===== src/design/gclm_pkg.sv =====
// ----------------------------------------------------------------------------
// gclm_pkg
// Shared constants, action codes and controller/datapath interface structs
// ----------------------------------------------------------------------------
package gclm_pkg;

    localparam int DEF_MAX_VERTICES = 64;
    localparam int DEF_MAX_DEGREE   = 16;

    localparam int VTX_W    = 6;
    localparam int WEIGHT_W = 20;
    localparam int CNT_W    = 7;
    localparam int ACT_W    = 2;

    localparam logic [CNT_W-1:0] CNT_RESET = 7'd64;

    typedef enum logic [ACT_W-1:0] {
        ACT_SET_WEIGHT = 2'd0,
        ACT_APPEND     = 2'd1,
        ACT_RUN        = 2'd2,
        ACT_CLEAR      = 2'd3
    } action_t;

    // controller to datapath
    typedef struct packed {
        logic weight_wr;
        logic graph_clr;
        logic latch_in;
        logic deg_in_sel;
        logic app_wr;
        logic run_init;
        logic scan_upd;
        logic vc_clr;
        logic vc_inc;
        logic round_inc;
        logic vtx_latch;
        logic nbr_sel;
        logic nb_eval;
        logic commit;
        logic cf_eval;
        logic out_load;
    } cmd_t;

    // datapath to controller
    typedef struct packed {
        logic app_ok;
        logic v_colored;
        logic deg_zero;
        logic k_last;
        logic vc_last;
        logic round_last;
        logic rounds_zero;
        logic col_zero;
        logic out_taken;
    } status_t;

endpackage


===== src/design/gclm_ctrl.sv =====
// ----------------------------------------------------------------------------
// gclm_ctrl
// Sequencer for loads, degree scan, coloring rounds and result emission
// ----------------------------------------------------------------------------
module gclm_ctrl
    import gclm_pkg::*;
(
    input  logic             clk,
    input  logic             rst_n,
    input  logic             in_valid,
    input  logic [ACT_W-1:0] action,
    input  status_t          st,
    output cmd_t             cmd,
    output logic             in_stall
);

    typedef enum logic [17:0] {
        S_IDLE      = 18'b000000000000000001,
        S_APP_RD    = 18'b000000000000000010,
        S_APP_WR    = 18'b000000000000000100,
        S_SCAN_RD   = 18'b000000000000001000,
        S_SCAN_CMP  = 18'b000000000000010000,
        S_VTX_RD    = 18'b000000000000100000,
        S_VTX_CHK   = 18'b000000000001000000,
        S_NB_RD     = 18'b000000000010000000,
        S_NB_DAT    = 18'b000000000100000000,
        S_NB_EVAL   = 18'b000000001000000000,
        S_COMMIT    = 18'b000000010000000000,
        S_EM_RD     = 18'b000000100000000000,
        S_EM_CHK    = 18'b000001000000000000,
        S_EM_NB_RD  = 18'b000010000000000000,
        S_EM_NB_DAT = 18'b000100000000000000,
        S_EM_NB_EV  = 18'b001000000000000000,
        S_EM_LOAD   = 18'b010000000000000000,
        S_EM_WAIT   = 18'b100000000000000000
    } state_t;

    state_t state_reg;
    state_t state_next;

    always_ff @(posedge clk or negedge rst_n)
    begin
        if (!rst_n)
        begin
            state_reg <= S_IDLE;
        end
        else
        begin
            state_reg <= state_next;
        end
    end

    assign in_stall = (state_reg != S_IDLE);

    always_comb
    begin
        state_next = state_reg;
        cmd        = '0;
        unique case (state_reg)
            S_IDLE:
            begin
                if (in_valid)
                begin
                    cmd.latch_in = 1'b1;
                    unique case (action_t'(action))
                        ACT_SET_WEIGHT: cmd.weight_wr = 1'b1;
                        ACT_APPEND:
                        begin
                            if (st.app_ok)
                            begin
                                state_next = S_APP_RD;
                            end
                        end
                        ACT_RUN:
                        begin
                            cmd.run_init = 1'b1;
                            state_next   = S_SCAN_RD;
                        end
                        ACT_CLEAR: cmd.graph_clr = 1'b1;
                        default: ;
                    endcase
                end
            end
            S_APP_RD:
            begin
                cmd.deg_in_sel = 1'b1;
                state_next     = S_APP_WR;
            end
            S_APP_WR:
            begin
                cmd.app_wr = 1'b1;
                state_next = S_IDLE;
            end
            S_SCAN_RD:
            begin
                state_next = S_SCAN_CMP;
            end
            S_SCAN_CMP:
            begin
                cmd.scan_upd = 1'b1;
                if (st.vc_last)
                begin
                    cmd.vc_clr = 1'b1;
                    state_next = st.rounds_zero ? S_EM_RD : S_VTX_RD;
                end
                else
                begin
                    cmd.vc_inc = 1'b1;
                    state_next = S_SCAN_RD;
                end
            end
            S_VTX_RD:
            begin
                state_next = S_VTX_CHK;
            end
            S_VTX_CHK, S_COMMIT:
            begin
                if (state_reg == S_VTX_CHK)
                begin
                    cmd.vtx_latch = 1'b1;
                end
                else
                begin
                    cmd.commit = 1'b1;
                end
                if (state_reg == S_VTX_CHK && !st.v_colored)
                begin
                    state_next = st.deg_zero ? S_COMMIT : S_NB_RD;
                end
                else if (st.vc_last)
                begin
                    // end of a round
                    cmd.vc_clr = 1'b1;
                    if (st.round_last)
                    begin
                        state_next = S_EM_RD;
                    end
                    else
                    begin
                        cmd.round_inc = 1'b1;
                        state_next    = S_VTX_RD;
                    end
                end
                else
                begin
                    cmd.vc_inc = 1'b1;
                    state_next = S_VTX_RD;
                end
            end
            S_NB_RD:
            begin
                state_next = S_NB_DAT;
            end
            S_NB_DAT:
            begin
                cmd.nbr_sel = 1'b1;
                state_next  = S_NB_EVAL;
            end
            S_NB_EVAL:
            begin
                cmd.nb_eval = 1'b1;
                state_next  = st.k_last ? S_COMMIT : S_NB_RD;
            end
            S_EM_RD:
            begin
                state_next = S_EM_CHK;
            end
            S_EM_CHK:
            begin
                cmd.vtx_latch = 1'b1;
                state_next    = (st.col_zero || st.deg_zero) ? S_EM_LOAD : S_EM_NB_RD;
            end
            S_EM_NB_RD:
            begin
                state_next = S_EM_NB_DAT;
            end
            S_EM_NB_DAT:
            begin
                cmd.nbr_sel = 1'b1;
                state_next  = S_EM_NB_EV;
            end
            S_EM_NB_EV:
            begin
                cmd.cf_eval = 1'b1;
                state_next  = st.k_last ? S_EM_LOAD : S_EM_NB_RD;
            end
            S_EM_LOAD:
            begin
                cmd.out_load = 1'b1;
                state_next   = S_EM_WAIT;
            end
            S_EM_WAIT:
            begin
                if (st.out_taken)
                begin
                    if (st.vc_last)
                    begin
                        state_next = S_IDLE;
                    end
                    else
                    begin
                        cmd.vc_inc = 1'b1;
                        state_next = S_EM_RD;
                    end
                end
            end
            default: state_next = S_IDLE;
        endcase
    end

endmodule


===== config.mk =====
export PLATFORM = sky130hd
export DESIGN_NAME = gclm_ctrl
export DESIGN_NICKNAME = d
export VERILOG_FILES = /design/src/design/gclm_pkg.sv /design/src/design/gclm_ctrl.sv
export SDC_FILE = /design/constraint.sdc
export NUM_CORES = 1
export LEC_CHECK = 0
export ABC_CLOCK_PERIOD_IN_PS = 3100
export BUFFER_PORTS_ARGS = -buffer_cell sky130_fd_sc_hd__buf_4
export CORE_UTILIZATION = 48
export CTS_CLUSTER_DIAMETER = 200
export CTS_CLUSTER_SIZE = 12
export DETAILED_ROUTE_END_ITERATION = 10
export GPL_TIMING_DRIVEN = 0
export PLACE_DENSITY = 0.76
export SLEW_MARGIN = 20
export SYNTH_ARGS = -nofsm -noshare
export SYNTH_HDL_FRONTEND = slang
export SYNTH_SLANG_ARGS = --single-unit

===== constraint.sdc =====
create_clock -name clk -period 3.1 [get_ports clk]
set_input_delay 0.62 -clock clk [delete_from_list [all_inputs] [get_ports clk]]
set_output_delay 0.62 -clock clk [all_outputs]
set_load 0.02 [all_outputs]

## Word level (Yosys, flattened, before mapping)

Index checks and enable logic that the tools add are counted.

- Output and inout bits: 17
- Register bits after elaboration: 18
- Input bits: 14

- Equal/unequal tests: 26
- Reduce and logical (&&, ||, !) cells: 7
- Muxes and demuxes: 42

Operators by type and width:

| operator | number |
|---|---|
| 18-bit one-hot mux with 16 select lines | 1 |
| 18-bit 2-to-1 mux | 4 |
| 12-bit 2-to-1 mux | 5 |
| 18-bit one-hot mux with 2 select lines | 1 |
| 17-bit 2-to-1 mux | 2 |
| 11-bit 2-to-1 mux | 2 |
| 1-bit 2-to-1 mux | 21 |
| 18-bit by 1-bit == test with 1-bit output (second input constant) | 1 |
| 18-bit by 10-bit == test with 1-bit output (second input constant) | 1 |
| 18-bit by 11-bit == test with 1-bit output (second input constant) | 1 |
| 18-bit by 12-bit == test with 1-bit output (second input constant) | 1 |
| 18-bit by 13-bit == test with 1-bit output (second input constant) | 1 |
| 18-bit by 14-bit == test with 1-bit output (second input constant) | 1 |
| 18-bit by 15-bit == test with 1-bit output (second input constant) | 1 |
| 18-bit by 16-bit == test with 1-bit output (second input constant) | 1 |
| 18-bit by 17-bit == test with 1-bit output (second input constant) | 1 |
| 18-bit == test (second input constant) | 1 |
| 18-bit by 2-bit == test with 1-bit output (second input constant) | 1 |
| 18-bit by 3-bit == test with 1-bit output (second input constant) | 1 |
| 18-bit by 4-bit == test with 1-bit output (second input constant) | 1 |
| 18-bit by 5-bit == test with 1-bit output (second input constant) | 1 |
| 18-bit by 6-bit == test with 1-bit output (second input constant) | 1 |
| 18-bit by 7-bit == test with 1-bit output (second input constant) | 1 |
| 18-bit by 8-bit == test with 1-bit output (second input constant) | 1 |
| 16 further kinds | 22 |

## Depth between registers and ports, before layout

Gate-level depths: netlist (run 1).

- Word-level depth: 4
- Mapped depth: 7

## Least setup slack after synthesis (run 1)

Ideal clock, no wire load.

- Kind: register -> output
- Start: register state_reg[5]
- End: output port cmd[7] (netlist bit)
- Setup slack: 261 ps
- Cell stages (with the launch flop): 6
- Arrival time: 2219 ps
- Path through: dfrtp_1 -> nor4_4 -> nand4_1 -> nor4_4 -> nor2_1 -> a311oi_1

RTL lines:

| element | line | RTL |
|---|---|---|
| start: declaration | gclm_ctrl.sv:38 | `state_t state_reg;` |
| start signal: assignment | gclm_ctrl.sv:49 | `state_reg <= state_next;` |
| end: declaration | gclm_ctrl.sv:13 | `output cmd_t cmd,` |

==> impl_metrics.env, run 1 <==
export IMPL_outcome="complete, no violations"
export IMPL_slew_violations=0
export IMPL_grt_max_degree=19
export IMPL_detail_route_iter0_violations=38
export IMPL_num_vias=1267
export IMPL_place_congestion=0.901
export IMPL_synth_ff_type="dfrtp_1"
export IMPL_setup_worst_path_class="register to primary output"
export IMPL_clockBufferDepth=2
export IMPL_io_pins=31
export IMPL_max_freq_mhz=331
export IMPL_worst_r2r_startpoint="state_reg[5]"
export IMPL_p_comb_share_pct=47.4
export IMPL_ys_warn_count=0
export IMPL_p_leak_nw=0.801
export IMPL_rr_worst_depth=7
export IMPL_ys_ff_latch=18
export IMPL_final_common_cell="buf_4"
export IMPL_final_nets=201
export IMPL_io_buffers=30
export IMPL_critPathCaptureType="primary output"
export IMPL_fin_worst_skew_ns=0.0105
export IMPL_hold_viol=0
export IMPL_hold_class="input pin to asynchronous set/reset pin"
export IMPL_drive_gt1_share_pct=33.5
export IMPL_critical_path_required_ns=2.48
export IMPL_finalInstanceArea_um2=1670
export IMPL_reg2reg_slack_ns=0.87
export IMPL_diodes=0
export IMPL_pwr_share_clk_pct=17.7
export IMPL_drc=0
export IMPL_ir_worst_vdd_mv=0.336
export IMPL_cp_max_fo=7
export IMPL_overflow=0
export IMPL_grt_pass1_vias=1133
export IMPL_cts_sinks=18
export IMPL_ys_seq_area_share_pct=35.0
export IMPL_clock_root_buffer="clkbuf_4"
export IMPL_grt_pass1_wl_um=5080
export IMPL_synth_distinct_cells=43
export IMPL_switching_power_uw=329
export IMPL_slew_headroom_pct=66.7
export IMPL_dp_slack_ns=0.292
export IMPL_setup_violations=0
export IMPL_syn_nets=160
export IMPL_p_int_uw=500
export IMPL_yosysTopAreaCell="dfrtp_1"
export IMPL_seq_power_share_pct=35.0
export IMPL_timing_rr_end="state_reg[0]"
export IMPL_cts_tree="yes"
export IMPL_fp_coreArea_um2=2500
export IMPL_min_period_over_period_pct=97.6
export IMPL_die_h_um=53.8
export IMPL_hold_buffers=0
export IMPL_postSynthAreaPerCell_um2=9.08
export IMPL_antenna_found_initial=0
export IMPL_place_hpwl_um=2510
export IMPL_grtUsageTotal_pct=24.9
export IMPL_clock_latency_ns=0.30
export IMPL_netlist_instances=142
export IMPL_setup_ws_ns=0.0744
export IMPL_p_per_area_nw_per_um2=496
export IMPL_syn_area_um2=1290
export IMPL_drt_pass1_iterations=4
export IMPL_cts_buffers=3
export IMPL_h_tree_depth=1
export IMPL_syn_to_final_growth_pct=29.5
export IMPL_dieArea_um2=2900
export IMPL_yosysTopAreaCellShare_pct=33.0
export IMPL_drt_wirelength_per_cell_um=15.3
export IMPL_detail_route_vias_per_cell=5.98
export IMPL_drtAntennaViolNets=0
export IMPL_synth_async_sr_flop_share_pct=100
export IMPL_critPathArrivalTime_ns=2.41
export IMPL_min_period_ns=3.03
export IMPL_fin_setup_tns_ns=0
export IMPL_place_area_um2=1550
export IMPL_drv_cap=0
export IMPL_whs_ns=0.162
export IMPL_yosys_top_cells_area="dfrtp_1 33%, nor4_4 4.9%, nor2_1 4.7%"
export IMPL_largest_reg_flops=18
export IMPL_fp_dieW_um=53.8
export IMPL_clk_pin_slew_worst_paths_ns=0.11
export IMPL_start_util_pct=51.6
export IMPL_final_cell_mix="36 x buf_4, 15 x nor2_1, 15 x dfrtp_1"
export IMPL_p_sw_share_pct=39.7
export IMPL_synth_edf_count=0
export IMPL_rsz0062_at_grt="no"
export IMPL_startpoint_type="register"
export IMPL_routed_wl_um=3250
export IMPL_row_count=18
export IMPL_tightestPinTransition_ns=0.486
cell type report:
type	count	area [µm²]
multi-input cells	116	842
fillers	210	830
flip-flops and latches	18	454
repair buffers	36	270
well taps	30	37.5
clock buffers	4	36.3
inverters	8	30.0
layer usage:
| layer | vias up | routed length, µm | share of wire (%) | GRT usage, % |
|---|---|---|---|---|
| met3 | 4 | 146 | 4.5 | 3.67 |
| li1 | 611 | - | - | - |
| met5 | - | 0 | 0 | 0 |
| met4 | 0 | 34 | 1.0 | 10.5 |
| met1 | 612 | 1430 | 44 | 31.2 |
| met2 | 40 | 1640 | 50 | 42.0 |
power by group through the flow:
| stage | sequential, mW | combinational [mW] | clock (mW) |
|---|---|---|---|
| 2_1_floorplan | 0.286 | 0.253 | 0 |
| 3_3_place_gp | 0.292 | 0.347 | 0 |
| 3_5_place_dp | 0.293 | 0.357 | 0 |
| 4_1_cts | 0.290 | 0.364 | 0.148 |
| 5_1_grt | 0.293 | 0.434 | 0.160 |
| 6_report | 0.290 | 0.393 | 0.146 |
synthesized netlist by cell type, drive strengths merged (2+ instances only):
master and n:
nand4 3, nor2 16, and4 2, o21ai 3, dfrtp 17, and3b 2
and2 5, nor4b 2, a22o 2, nor4 15, inv 8, ha 4
and3 4, nor3 9, nand2b 4, xor2 2, xnor2 4, nand3 8
nor3b 2, or2 2, nand2 12
through the flow:
step / cells / utilization, % / total power, mW
2_1_floorplan: 142 / - / 0.539
3_3_place_gp: 202 / 62.1 / 0.639
3_5_place_dp: 202 / 62.1 / 0.650
4_1_cts: 207 / 64.6 / 0.802
5_1_grt: 212 / 66.8 / 0.887
6_report: 212 / 66.8 / 0.829
worst max path at each step:
stage                  startpoint     end  slack, ns  depth (start not counted)
global placement    state_reg[16]  cmd[7]       0.38                          6
floorplan            state_reg[5]  cmd[7]       0.26                          5
CTS                  state_reg[8]  cmd[7]       0.04                          6
global route         state_reg[8]  cmd[7]     0.0005                          6
detailed placement  state_reg[16]  cmd[7]       0.29                          6
finish               state_reg[5]  cmd[7]       0.07                          7
kinds of logic after synthesis:
logic type                 synth area share, %
adders and majority gates                 3.88
and+or+nand+nor                           44.8
xor gates and xnor gates                  4.07
buffers and inverters                     2.33
DFF                                       35.0
AOI/OAI and AO/OA                         9.89
timing repair:
item | 4_1_cts | 5_1_grt
gates resized for setup | 2 | 5
setup buffers | 1 | 5
endpoints found under the setup margin | 1 | 2
pin swaps | 1 | 5
critical path: stages (launching register included):
cell,delay [ns]
dfrtp_2,0.48
nor4_4,0.37
buf_4,0.18
nand2_2,0.08
nor4_4,0.40
nor3_1,0.13
a311oi_1,0.28
buf_4,0.19
Note: power is estimated with default switching activity, not from simulation.
==> run 2: changes to the inputs <==
- BUFFER_PORTS_ARGS: -buffer_cell sky130_fd_sc_hd__buf_4 -> default
- CTS_BUF_LIST: default -> sky130_fd_sc_hd__clkbuf_4 sky130_fd_sc_hd__clkbuf_8
- DONT_BUFFER_PORTS: default -> 1
- PLACE_DENSITY: 0.76 -> 0.66
==> impl_metrics.env, run 2 (synthesized netlist as in run 1, its figures left out) <==
export IMPL_clk_pin_slew_worst_paths_ns=0.11
export IMPL_row_count=18
export IMPL_final_common_cell="nor2_1"
export IMPL_fp_coreArea_um2=2500
export IMPL_p_leak_nw=0.661
export IMPL_grt_pass1_wl_um=4760
export IMPL_detail_route_iter0_violations=18
export IMPL_violations="negative setup slack"
export IMPL_antenna_found_initial=0
export IMPL_start_util_pct=51.6
export IMPL_hold_class="input pin to asynchronous set/reset pin"
export IMPL_min_period_over_period_pct=101
export IMPL_drt_pass1_iterations=4
export IMPL_grt_max_degree=17
export IMPL_cpMostUsedCell="nor4_4"
export IMPL_critPathArrivalTime_ns=2.51
export IMPL_cts_tree="yes"
export IMPL_detail_route_vias_per_cell=6.28
export IMPL_min_period_ns=3.13
export IMPL_cts_buffers=3
export IMPL_whs_ns=0.146
export IMPL_dieArea_um2=2900
export IMPL_drive_gt1_share_pct=22.5
export IMPL_outcome="finished with violations"
export IMPL_worstPathCellList="nor4_4 > nand4_1 > nor4_4 > nor2_4 > a311oi_4"
export IMPL_layoutNonFillerInstCount=181
export IMPL_tightestPinTransition_ns=1.13
export IMPL_multiInputGateArea_um2=898
export IMPL_die_h_um=53.8
export IMPL_cts_sinks=18
export IMPL_routed_wl_um=3110
export IMPL_place_congestion=0.866
export IMPL_num_vias=1137
export IMPL_setup_ws_ns=-0.0285
export IMPL_diodes=0
export IMPL_slowest_delay_ns=0.65
export IMPL_grtUsageTotal_pct=23.9
export IMPL_fp_dieW_um=53.8
export IMPL_dp_cells=172
export IMPL_final_cell_mix="15 x nor2_1, 14 x dfrtp_1, 11 x nand2_1"
export IMPL_final_seq_area_um2=455
export IMPL_clockBufferDepth=2
export IMPL_setup_worst_path_class="register to primary output"
export IMPL_final_nets=170
export IMPL_p_per_area_nw_per_um2=512
export IMPL_ir_worst_vdd_mv=0.325
export IMPL_syn_to_final_growth_pct=16.3
export IMPL_critical_path_required_ns=2.48
export IMPL_fin_worst_skew_ns=0.00224
export IMPL_drt_wirelength_per_cell_um=17.2
export IMPL_max_freq_mhz=320
export IMPL_drtAntennaViolNets=0
export IMPL_hold_viol=0
export IMPL_finalPower_uw=768
export IMPL_clock_root_buffer="clkbuf_4"
export IMPL_rsz0062_at_grt="yes"
export IMPL_setup_violations=1
export IMPL_cp_max_fo=7
export IMPL_grt_pass1_vias=996
export IMPL_overflow=0
export IMPL_place_hpwl_um=2200
export IMPL_nFillCells=220
export IMPL_critPathCaptureType="primary output"
export IMPL_slew_headroom_pct=23.9
export IMPL_clock_latency_ns=0.30
export IMPL_drv_cap=0
export IMPL_h_tree_depth=1
export IMPL_io_pins=31
export IMPL_largest_reg_flops=18
export IMPL_startpoint_type="register"
export IMPL_slew_violations=0
export IMPL_drc=0
export IMPL_slowest_stage="nor4_4"
export IMPL_io_buffers=0
## run 2: worst paths after layout
| check | from | to | slack, ns | cells past startpoint |
|---|---|---|---|---|
| worst max-delay path | state_reg[5] | cmd[7] | -0.03 | 5 |
| worst min-delay path | rst_n | state_reg[0] | 0.15 | 0 |
| worst max register to register | state_reg[5] | state_reg[0] | 0.57 | 6 |
| worst min register to register | state_reg[6] | state_reg[8] | 0.55 | 1 |
| max in group asynchronous | rst_n | state_reg[4] | 1.75 | 1 |
| min in group clk | st[2] | state_reg[5] | 0.41 | 1 |
## run 2: worst max-delay path, delay by kind of cell, from the launching register on
kind / cells / cell delay (ns)
simple gates: 4 / 1.28
compound gates: 1 / 0.45
flops: 1 / 0.47
## run 2: final cells by class
type | count | area share, %
flip-flops and latches | 18 | 30.4
well taps | 30 | 2.50
repair buffers | 5 | 2.84
inverters | 8 | 2.00
clock buffers | 4 | 2.42
multi-input cells | 116 | 59.9
## run 2: metrics by stage
| step | instance area, µm² | TNS [ns] | util (%) | setup WS, ns |
|---|---|---|---|---|
| global placement | 1330 | -0.00941 | 53.1 | -0.00941 |
| detailed placement | 1330 | -0.0254 | 53.1 | -0.0254 |
| finish | 1500 | -0.0285 | 60.0 | -0.0285 |
| global route | 1500 | -0.149 | 60.0 | -0.119 |
| CTS | 1410 | -0.107 | 56.3 | -0.107 |
| floorplan | 1290 | 0 | - | 0.261 |
## run 2: per-layer routing
metal	global-route usage (%)	up-vias	routed length [µm]
met1	31.2	544	1430
li1	-	554	-
met4	11.8	0	74
met2	38.3	30	1490
met3	3.11	9	110
met5	0	-	0
## run 2: where the power goes
part | total, mW | switching (mW) | internal (mW)
Clock | 0.150 | 0.0784 | 0.0717
Combinational | 0.326 | 0.210 | 0.116
Sequential | 0.292 | 0.0332 | 0.259
## run 2: repair_timing
item / CTS / global route
hold endpoints to repair: 16 / 0
resized for setup: 3 / 14
endpoints found under the setup margin: 3 / 9
cloned: 0 / 0
hold buffers: 2 / 0
setup buffers: 1 / 2
pin swaps: 2 / 7
